===== src/hdl/ilq_pkg.sv =====
// Shared types and codes for the indexed linked queue with free list.
package ilq_pkg;

    // Fixed field widths of the request and response transactions.
    localparam int REQ_TYPE_W  = 2;
    localparam int ENTRY_ID_W  = 8;
    localparam int HANDLE_W    = 32;
    localparam int STATUS_W    = 2;
    localparam int COUNT_W     = 9;

    // Request kinds.
    localparam logic [REQ_TYPE_W-1:0] REQ_INSERT = 2'd0;
    localparam logic [REQ_TYPE_W-1:0] REQ_REMOVE = 2'd1;
    localparam logic [REQ_TYPE_W-1:0] REQ_READ   = 2'd2;

    // Response status codes.
    localparam logic [STATUS_W-1:0] ST_OK     = 2'd0;
    localparam logic [STATUS_W-1:0] ST_FULL   = 2'd1;
    localparam logic [STATUS_W-1:0] ST_BAD_ID = 2'd2;
    localparam logic [STATUS_W-1:0] ST_EMPTY  = 2'd3;

    // Request transaction payload.
    typedef struct packed {
        logic [REQ_TYPE_W-1:0] req_type;
        logic [ENTRY_ID_W-1:0] entry_id;
        logic                  from_head;
        logic [HANDLE_W-1:0]   payload_in;
    } req_t;

    // Response transaction payload.
    typedef struct packed {
        logic [STATUS_W-1:0]   status;
        logic [ENTRY_ID_W-1:0] assigned_id;
        logic [HANDLE_W-1:0]   payload_out;
        logic [ENTRY_ID_W-1:0] next_id;
        logic                  next_valid;
        logic [COUNT_W-1:0]    used_count;
    } rsp_t;

endpackage


===== src/hdl/ilq_if.sv =====
// Valid/ready channel interface carrying one transaction payload.
interface ilq_if #(
    parameter type payload_t = logic
) ();

    logic     valid;
    logic     ready;
    payload_t payload;

    modport source (
        output valid,
        output payload,
        input  ready
    );

    modport sink (
        input  valid,
        input  payload,
        output ready
    );

endinterface


===== src/hdl/ilq_ram.sv =====
// Generic single-write, single-read RAM with registered read data.
module ilq_ram #(
    parameter int WIDTH = 32,
    parameter int DEPTH = 16
) (
    input  logic                     clk,
    input  logic                     we,
    input  logic [$clog2(DEPTH)-1:0] waddr,
    input  logic [WIDTH-1:0]         wdata,
    input  logic                     re,
    input  logic [$clog2(DEPTH)-1:0] raddr,
    output logic [WIDTH-1:0]         rdata
);

    logic [WIDTH-1:0] mem [DEPTH];

    // Write port.
    always_ff @(posedge clk)
    begin
        if (we)
        begin
            mem[waddr] <= wdata;
        end
    end

    // Registered read port; the data holds while re is low.
    always_ff @(posedge clk)
    begin
        if (re)
        begin
            rdata <= mem[raddr];
        end
    end

endmodule


===== src/hdl/indexed_linked_queue_with_free_list.sv =====
// Top level: entry pool with a LIFO free list and an insertion-ordered used list.
//
//  Channel | Modport | Payload type   | Direction
//  --------+---------+----------------+-----------------------------
//  req     | sink    | ilq_pkg::req_t | insert, remove or read
//  rsp     | source  | ilq_pkg::rsp_t | one response per request
//
// A request is captured in an input register, the list update and the response
// are computed from that register, and the response lands in an output register
// that drives rsp.valid. One request per cycle is sustained while rsp.ready stays
// high. Links, used bits and list pointers live in flip-flops that reset loads
// directly; handles sit in a RAM whose registered read supplies payload_out.
// A stalled rsp holds the output register and, through it, the input register.
module indexed_linked_queue_with_free_list #(
    parameter int DEPTH        = 16,
    parameter int HANDLE_WIDTH = 32
) (
    input  logic clk,
    input  logic rst_n,
    ilq_if.sink   req,
    ilq_if.source rsp
);

    localparam int ID_W    = $clog2(DEPTH);
    localparam int LINK_W  = $clog2(DEPTH + 1);
    localparam int CNT_W   = $clog2(DEPTH + 1);
    localparam int STORE_W = (HANDLE_WIDTH < ilq_pkg::HANDLE_W) ? HANDLE_WIDTH
                                                                : ilq_pkg::HANDLE_W;
    localparam logic [LINK_W-1:0] NIL = LINK_W'(DEPTH);
    localparam logic [ilq_pkg::ENTRY_ID_W:0] ID_LIMIT = (ilq_pkg::ENTRY_ID_W + 1)'(DEPTH);
    localparam logic [CNT_W-1:0] FULL_COUNT = CNT_W'(DEPTH);

    // Input stage.
    logic          s1_valid_reg;
    ilq_pkg::req_t s1_req_reg;
    logic          advance;

    // List state.
    logic [LINK_W-1:0] next_link_reg  [DEPTH];
    logic [LINK_W-1:0] next_link_next [DEPTH];
    logic [LINK_W-1:0] prev_link_reg  [DEPTH];
    logic [LINK_W-1:0] prev_link_next [DEPTH];
    logic [DEPTH-1:0]  used_reg;
    logic [DEPTH-1:0]  used_next;
    logic [LINK_W-1:0] free_head_reg;
    logic [LINK_W-1:0] free_head_next;
    logic [LINK_W-1:0] used_head_reg;
    logic [LINK_W-1:0] used_head_next;
    logic [LINK_W-1:0] used_tail_reg;
    logic [LINK_W-1:0] used_tail_next;
    logic [CNT_W-1:0]  count_reg;
    logic [CNT_W-1:0]  count_next;

    // Decode of the current request.
    logic              free_nil;
    logic [ID_W-1:0]   free_idx;
    logic [ID_W-1:0]   id_idx;
    logic              id_live;
    logic [LINK_W-1:0] rm_next;
    logic [LINK_W-1:0] rm_prev;
    logic [ID_W-1:0]   rd_idx;
    logic [LINK_W-1:0] rd_link;
    logic              rd_ok;
    logic              ins_ok;

    // Response fields before the output register.
    logic [ilq_pkg::STATUS_W-1:0]   status_next;
    logic [ilq_pkg::ENTRY_ID_W-1:0] assigned_next;
    logic [ilq_pkg::ENTRY_ID_W-1:0] next_id_next;
    logic                           next_valid_next;

    // Output stage.
    logic                           out_valid_reg;
    logic [ilq_pkg::STATUS_W-1:0]   status_reg;
    logic [ilq_pkg::ENTRY_ID_W-1:0] assigned_reg;
    logic [ilq_pkg::ENTRY_ID_W-1:0] next_id_reg;
    logic                           next_valid_reg;
    logic [ilq_pkg::COUNT_W-1:0]    count_out_reg;
    logic                           rd_ok_reg;
    logic [STORE_W-1:0]             ram_rdata;

    // Handshake: the input register moves whenever the output register can take a result.
    assign advance   = s1_valid_reg && (!out_valid_reg || rsp.ready);
    assign req.ready = !s1_valid_reg || advance;
    assign rsp.valid = out_valid_reg;

    // Input register control.
    always_ff @(posedge clk or negedge rst_n)
    begin
        if (!rst_n)
        begin
            s1_valid_reg <= 1'b0;
        end
        else if (req.ready)
        begin
            s1_valid_reg <= req.valid;
        end
    end

    // Input register payload.
    always_ff @(posedge clk)
    begin
        if (req.ready && req.valid)
        begin
            s1_req_reg <= req.payload;
        end
    end

    // Common decode of free head and requested id.
    assign free_nil = (free_head_reg == NIL);
    assign free_idx = free_head_reg[ID_W-1:0];
    assign id_idx   = s1_req_reg.entry_id[ID_W-1:0];
    assign id_live  = ({1'b0, s1_req_reg.entry_id} < ID_LIMIT) && used_reg[id_idx];
    assign rm_next  = next_link_reg[id_idx];
    assign rm_prev  = prev_link_reg[id_idx];
    assign rd_idx   = s1_req_reg.from_head ? used_head_reg[ID_W-1:0] : id_idx;
    assign rd_link  = next_link_reg[rd_idx];

    // List update and response for the request in the input register.
    always_comb
    begin
        next_link_next  = next_link_reg;
        prev_link_next  = prev_link_reg;
        used_next       = used_reg;
        free_head_next  = free_head_reg;
        used_head_next  = used_head_reg;
        used_tail_next  = used_tail_reg;
        count_next      = count_reg;
        status_next     = ilq_pkg::ST_BAD_ID;
        assigned_next   = '0;
        next_id_next    = '0;
        next_valid_next = 1'b0;
        rd_ok           = 1'b0;
        ins_ok          = 1'b0;

        case (s1_req_reg.req_type)
            ilq_pkg::REQ_INSERT:
            begin
                if (free_nil)
                begin
                    status_next = ilq_pkg::ST_FULL;
                end
                else
                begin
                    ins_ok                   = 1'b1;
                    free_head_next           = next_link_reg[free_idx];
                    next_link_next[free_idx] = NIL;
                    prev_link_next[free_idx] = used_tail_reg;
                    used_next[free_idx]      = 1'b1;
                    if (used_tail_reg != NIL)
                    begin
                        next_link_next[used_tail_reg[ID_W-1:0]] = free_head_reg;
                    end
                    else
                    begin
                        used_head_next = free_head_reg;
                    end
                    used_tail_next = free_head_reg;
                    count_next     = count_reg + 1'b1;
                    status_next    = ilq_pkg::ST_OK;
                    assigned_next  = ilq_pkg::ENTRY_ID_W'(free_idx);
                end
            end
            ilq_pkg::REQ_REMOVE:
            begin
                if (id_live)
                begin
                    // Unlink from neighbors, then push onto the free list.
                    if (rm_next != NIL)
                    begin
                        prev_link_next[rm_next[ID_W-1:0]] = rm_prev;
                    end
                    else
                    begin
                        used_tail_next = rm_prev;
                    end
                    if (rm_prev != NIL)
                    begin
                        next_link_next[rm_prev[ID_W-1:0]] = rm_next;
                    end
                    else
                    begin
                        used_head_next = rm_next;
                    end
                    next_link_next[id_idx] = free_head_reg;
                    prev_link_next[id_idx] = NIL;
                    used_next[id_idx]      = 1'b0;
                    free_head_next         = LINK_W'(id_idx);
                    count_next             = count_reg - 1'b1;
                    status_next            = ilq_pkg::ST_OK;
                end
            end
            ilq_pkg::REQ_READ:
            begin
                if (s1_req_reg.from_head && used_head_reg == NIL)
                begin
                    status_next = ilq_pkg::ST_EMPTY;
                end
                else if (s1_req_reg.from_head || id_live)
                begin
                    rd_ok       = 1'b1;
                    status_next = ilq_pkg::ST_OK;
                    if (rd_link != NIL)
                    begin
                        next_id_next    = ilq_pkg::ENTRY_ID_W'(rd_link[ID_W-1:0]);
                        next_valid_next = 1'b1;
                    end
                end
            end
            default:
            begin
                status_next = ilq_pkg::ST_BAD_ID;
            end
        endcase
    end

    // List state registers.
    always_ff @(posedge clk or negedge rst_n)
    begin
        if (!rst_n)
        begin
            for (int i = 0; i < DEPTH; i++)
            begin
                next_link_reg[i] <= LINK_W'(i + 1);
                prev_link_reg[i] <= NIL;
            end
            used_reg      <= '0;
            free_head_reg <= '0;
            used_head_reg <= NIL;
            used_tail_reg <= NIL;
            count_reg     <= '0;
        end
        else if (advance)
        begin
            next_link_reg <= next_link_next;
            prev_link_reg <= prev_link_next;
            used_reg      <= used_next;
            free_head_reg <= free_head_next;
            used_head_reg <= used_head_next;
            used_tail_reg <= used_tail_next;
            count_reg     <= count_next;
        end
    end

    // Handle storage; its read data is loaded together with the output register.
    ilq_ram #(
        .WIDTH (STORE_W),
        .DEPTH (DEPTH)
    ) u_payload_ram (
        .clk   (clk),
        .we    (advance && ins_ok),
        .waddr (free_idx),
        .wdata (s1_req_reg.payload_in[STORE_W-1:0]),
        .re    (advance),
        .raddr (rd_idx),
        .rdata (ram_rdata)
    );

    // Output register control.
    always_ff @(posedge clk or negedge rst_n)
    begin
        if (!rst_n)
        begin
            out_valid_reg <= 1'b0;
        end
        else if (advance)
        begin
            out_valid_reg <= 1'b1;
        end
        else if (rsp.ready)
        begin
            out_valid_reg <= 1'b0;
        end
    end

    // Output register payload.
    always_ff @(posedge clk)
    begin
        if (advance)
        begin
            status_reg     <= status_next;
            assigned_reg   <= assigned_next;
            next_id_reg    <= next_id_next;
            next_valid_reg <= next_valid_next;
            count_out_reg  <= ilq_pkg::COUNT_W'(count_next);
            rd_ok_reg      <= rd_ok;
        end
    end

    // Response transaction assembly.
    always_comb
    begin
        rsp.payload.status      = status_reg;
        rsp.payload.assigned_id = assigned_reg;
        rsp.payload.payload_out = rd_ok_reg ? ilq_pkg::HANDLE_W'(ram_rdata) : '0;
        rsp.payload.next_id     = next_id_reg;
        rsp.payload.next_valid  = next_valid_reg;
        rsp.payload.used_count  = count_out_reg;
    end

`ifndef SYNTHESIS
    // An empty free list means every entry is in use.
    assert property (@(posedge clk) disable iff (!rst_n)
        free_nil |-> (count_reg == FULL_COUNT))
    else $error("free list empty while the pool is not full");

    // The used list is empty exactly when the count is zero.
    assert property (@(posedge clk) disable iff (!rst_n)
        (used_head_reg == NIL) == (count_reg == '0))
    else $error("used head disagrees with the live count");

    // Head and tail are null together.
    assert property (@(posedge clk) disable iff (!rst_n)
        (used_head_reg == NIL) == (used_tail_reg == NIL))
    else $error("used head and tail disagree on an empty list");

    // A successful insert marks the taken entry as used.
    assert property (@(posedge clk) disable iff (!rst_n)
        (advance && ins_ok) |=> used_reg[$past(free_idx)])
    else $error("inserted entry not marked used");
`endif

endmodule


===== src/flat_wrapper.sv =====
// flat-port wrapper written by rule: the top's interface ports become plain ports
module indexed_linked_queue_with_free_list_flat 
#(
    parameter int DEPTH        = 16,
    parameter int HANDLE_WIDTH = 32
)
  (clk, rst_n, req_valid, req_payload, req_ready, rsp_valid, rsp_payload, rsp_ready);
  ilq_if #(.payload_t(ilq_pkg::req_t)) req_i ();
  ilq_if #(.payload_t(ilq_pkg::rsp_t)) rsp_i ();
  input  logic clk;
  input  logic rst_n;
  input wire logic [$bits(req_i.valid)-1:0] req_valid;
  input wire logic [$bits(req_i.payload)-1:0] req_payload;
  output wire logic [$bits(req_i.ready)-1:0] req_ready;
  output wire logic [$bits(rsp_i.valid)-1:0] rsp_valid;
  output wire logic [$bits(rsp_i.payload)-1:0] rsp_payload;
  input wire logic [$bits(rsp_i.ready)-1:0] rsp_ready;
  assign req_i.valid = req_valid;
  assign req_i.payload = req_payload;
  assign req_ready = req_i.ready;
  assign rsp_valid = rsp_i.valid;
  assign rsp_payload = rsp_i.payload;
  assign rsp_i.ready = rsp_ready;
  indexed_linked_queue_with_free_list #(.DEPTH(DEPTH), .HANDLE_WIDTH(HANDLE_WIDTH)) u_core (.clk(clk), .rst_n(rst_n), .req(req_i), .rsp(rsp_i));
endmodule

===== config.mk =====
export PLATFORM = sky130hd
export DESIGN_NAME = indexed_linked_queue_with_free_list_flat
export DESIGN_NICKNAME = d
export VERILOG_FILES = /design/src/hdl/ilq_pkg.sv /design/src/hdl/ilq_if.sv /design/src/hdl/ilq_ram.sv /design/src/hdl/indexed_linked_queue_with_free_list.sv /design/src/flat_wrapper.sv
export SDC_FILE = /design/constraint.sdc
export NUM_CORES = 1
export LEC_CHECK = 0
export BUFFER_PORTS_ARGS = -buffer_cell sky130_fd_sc_hd__buf_4
export CORE_UTILIZATION = 36
export CTS_BUF_LIST = sky130_fd_sc_hd__clkbuf_8
export DETAILED_ROUTE_END_ITERATION = 12
export SYNTH_ARGS = -nofsm -noshare
export SYNTH_HDL_FRONTEND = slang
export SYNTH_HIERARCHICAL = 1
export SYNTH_SLANG_ARGS = --single-unit

===== constraint.sdc =====
create_clock -name clk -period 12.8 [get_ports clk]
set_input_delay 1.28 -clock clk [delete_from_list [all_inputs] [get_ports clk]]
set_output_delay 1.28 -clock clk [all_outputs]
set_load 0.03 [all_outputs]

==> out/qor.yml <==
outcome:
  status: "complete, no violations"
clock_tree:
  clkTransAtPathRegs_ns: 0.06
  clk_path_buf_depth: 3
  cts_root_buf: "clkbuf_8"
  ctsResizeCount: 0
  cts_tree: "built"
  hold_buffers: 0
  clkLatencyLatePin_ns: 0.80
  cts_sinks: 802
  ctsHtreeMaxLevel: 4
  post_cts_buffers: 0
  cts_made_buffers: 139
worst_setup_path:
  path_max_fanout: 37
  crit_type: "flip-flop to flip-flop"
  worstSetupEndpointType: "flip-flop"
  timing.reg2reg.worst_path_depth: 8
  required_ns: 13.50
  r2r_end: "u_core/next_link_reg[55]$_DFFE_PN1P_"
  arrival_ns: 5.12
  ff2ff_setup_slack_ns: 8.38
  critPathLaunchType: "flip-flop"
  reg2reg_from: "u_core/id_idx[1]$_DFFE_PP_"
  crit_start: "u_core/id_idx[1]$_DFFE_PP_"
routing:
  vias: 25164
  routedWlPerCell_um: 27.2
  drc: 0
  first_pass_iters: 7
  wl_um: 115000
  via_per_inst: 5.98
  antenna_left: 0
  drtIter0Drc: 2846
finish:
  layout.nets: 2793
  layout_commonest_cell: "edfxtp_1"
  areaGrowthSynthToFinish_pct: 13.1
  largest_register_ffs: 512
  drive_gt1_frac: 0.232
  final_cell_mix: "edfxtp_1, nand2_1, mux4_2, a21oi_1, clkbuf_8"
logic_synthesis:
  synth_top_area_share: 0.494
  synthesis.instances: 2627
  synth_largest_area_cell: "edfxtp_1"
  yosysUniqueCellTypes: 80
  synth_flop_cell: "edfxtp_1"
  synthTopCellsByArea: "edfxtp_1, mux4_2, dfrtp_1"
  ys_ff_latch: 802
  syn_area_um2: 36700
  async_flop_share: 0.247
  synth_edf_count: 604
  yosysWarnings: 6
  syn_avg_cell_area_um2: 14.0
  ys_seq_area_frac: 0.630
floorplanning:
  rows: 116
  top_level_ports: 109
  core-area_um2: 101000
  start_util: 0.365
  fp.dieH_um: 321
  dieArea_um2: 103000
  die_x_um: 321
global_route:
  grt.busiest_layer: "met2"
  grt_pass1_vias: 25325
  overflow: 0
  grt_use_met3: 0.0531
  grt_antenna_before_repair: 3
  grt_pass1_wl_um: 169000
  grtUsageMet1: 0.288
  gr-usage-all-layers: 0.221
  grt_max_degree: 82
  use_met2: 0.352
place:
  place_hpwl_um: 72500
  numPortBuffers: 96
  place.gp.congestion: 0.951
timing:
  fmax_mhz: 226
  skew_ns: 0.0398
  fin_hold_ws_ns: 0.467
  min_period_ns: 4.42
  report.final.slew_viol_count: 0
  worst_pin_slew_ns: 1.24
  rsz0062_at_grt: "no"
  maxSlewHeadroom: 0.167
  setup_violations: 0
  hold_violations: 0
  fin_crit_sh: 0.345
  tns_ns: 0
job:
  cap_violations: 0
power_and_ir_drop:
  peakVddDrop_mv: 0.0971
  power.total_mw: 8.42
  power_density_nw_per_um2: 203
  p_leak_nw: 14.5
min_path:
  hp-class: "primary input to asynchronous set/reset pin"
==> per-layer routing <==
metal / up-vias / wire [µm] / part of all wire
met3: 329 / 10400 / 0.091
met4: 2 / 4740 / 0.041
li1: 10515 / - / -
met1: 12885 / 45500 / 0.40
met5: - / 17 / 0.00015
met2: 1433 / 54000 / 0.47
==> kinds of logic (layout without fill, tap and decap cells) <==
kind of cell             after synthesis  count (layout)  share of synthesized area
flip-flops                           802             802                      0.630
AO/OA/AOI/OAI                        687             687                      0.125
AND/OR/NAND/NOR                      656             656                     0.0835
buffers and inverters                248             460                     0.0310
multiplexers                         223             223                      0.127
XOR/XNOR                               8               8                    0.00191
other                                  1              16                   0.000102
adder cells (fa/ha/maj)                2               2                   0.000681
==> worst max-delay path by stage <==
stage | endpoint | slack (ns)
floorplan | u_core/u_payload_ram/mem[0][0]$_DFFE_PP_ | 6.03
global placement | u_core/u_payload_ram/mem[1][18]$_DFFE_PP_ | 8.20
detailed placement | u_core/u_payload_ram/mem[1][17]$_DFFE_PP_ | 8.15
CTS | u_core/u_payload_ram/mem[1][0]$_DFFE_PP_ | 8.43
global route | u_core/u_payload_ram/mem[11][22]$_DFFE_PP_ | 8.25
finish | u_core/next_link_reg[55]$_DFFE_PN1P_ | 8.38
==> power by group <==
| group | switching (mW) | internal [mW] | leakage (nW) |
|---|---|---|---|
| registers | 0.415 | 3.23 | 7.88 |
| logic | 1.60 | 0.947 | 5.13 |
| clock network | 1.08 | 1.14 | 1.52 |
==> worst max-delay path: stages (launching register included) <==
cell and delay (ns):
edfxtp_1 0.33, buf_4 0.31, buf_4 0.57, mux4_2 0.38, mux4_2 0.71, clkinv_1 0.58, nor2_2 0.91, a22oi_1 0.23
o22ai_1 0.23
==> cell usage after synthesis (12+ instances only) <==
| library cell | number |
|---|---|
| a221o_1 | 27 |
| nand2_1 | 282 |
| and2_1 | 54 |
| a21o_1 | 21 |
| nand3_1 | 50 |
| a221oi_1 | 19 |
| buf_1 | 18 |
| buf_4 | 24 |
| nor2b_1 | 17 |
| nor2_1 | 141 |
| mux4_2 | 195 |
| a31oi_1 | 12 |
| dfstp_2 | 51 |
| nand2b_1 | 20 |
| o31ai_1 | 13 |
| o2bb2ai_1 | 25 |
| o21ai_0 | 102 |
| o22ai_1 | 42 |
| mux2i_1 | 22 |
| inv_1 | 62 |
| nor3_1 | 30 |
| a22oi_1 | 112 |
| o21ai_1 | 33 |
| a22o_1 | 19 |
| a21oi_1 | 176 |
| edfxtp_1 | 604 |
| buf_2 | 34 |
| dfrtp_1 | 147 |
| clkbuf_1 | 97 |
==> per-stage QoR <==
stage / setup slack [ns] / instance area (µm²) / util / cells
floorplan: 6.03 / 36800 / - / 2638
global placement: 8.20 / 38900 / 0.387 / 3960
detailed placement: 8.15 / 38900 / 0.387 / 3960
CTS: 8.43 / 41500 / 0.413 / 4207
global route: 8.25 / 41500 / 0.413 / 4210
finish: 8.38 / 41500 / 0.413 / 4211
==> cell type report <==
class	instances	area [µm²]
antenna	4	10.0
sequential	802	23200
fill	9178	59000
multi-input combinational	1588	12700
clock inverter	93	513
clock buffer	154	2120
tap	1357	1700
inverter	66	260
timing repair buffer	147	1110
No activity file was read; power rests on OpenSTA's default activity.
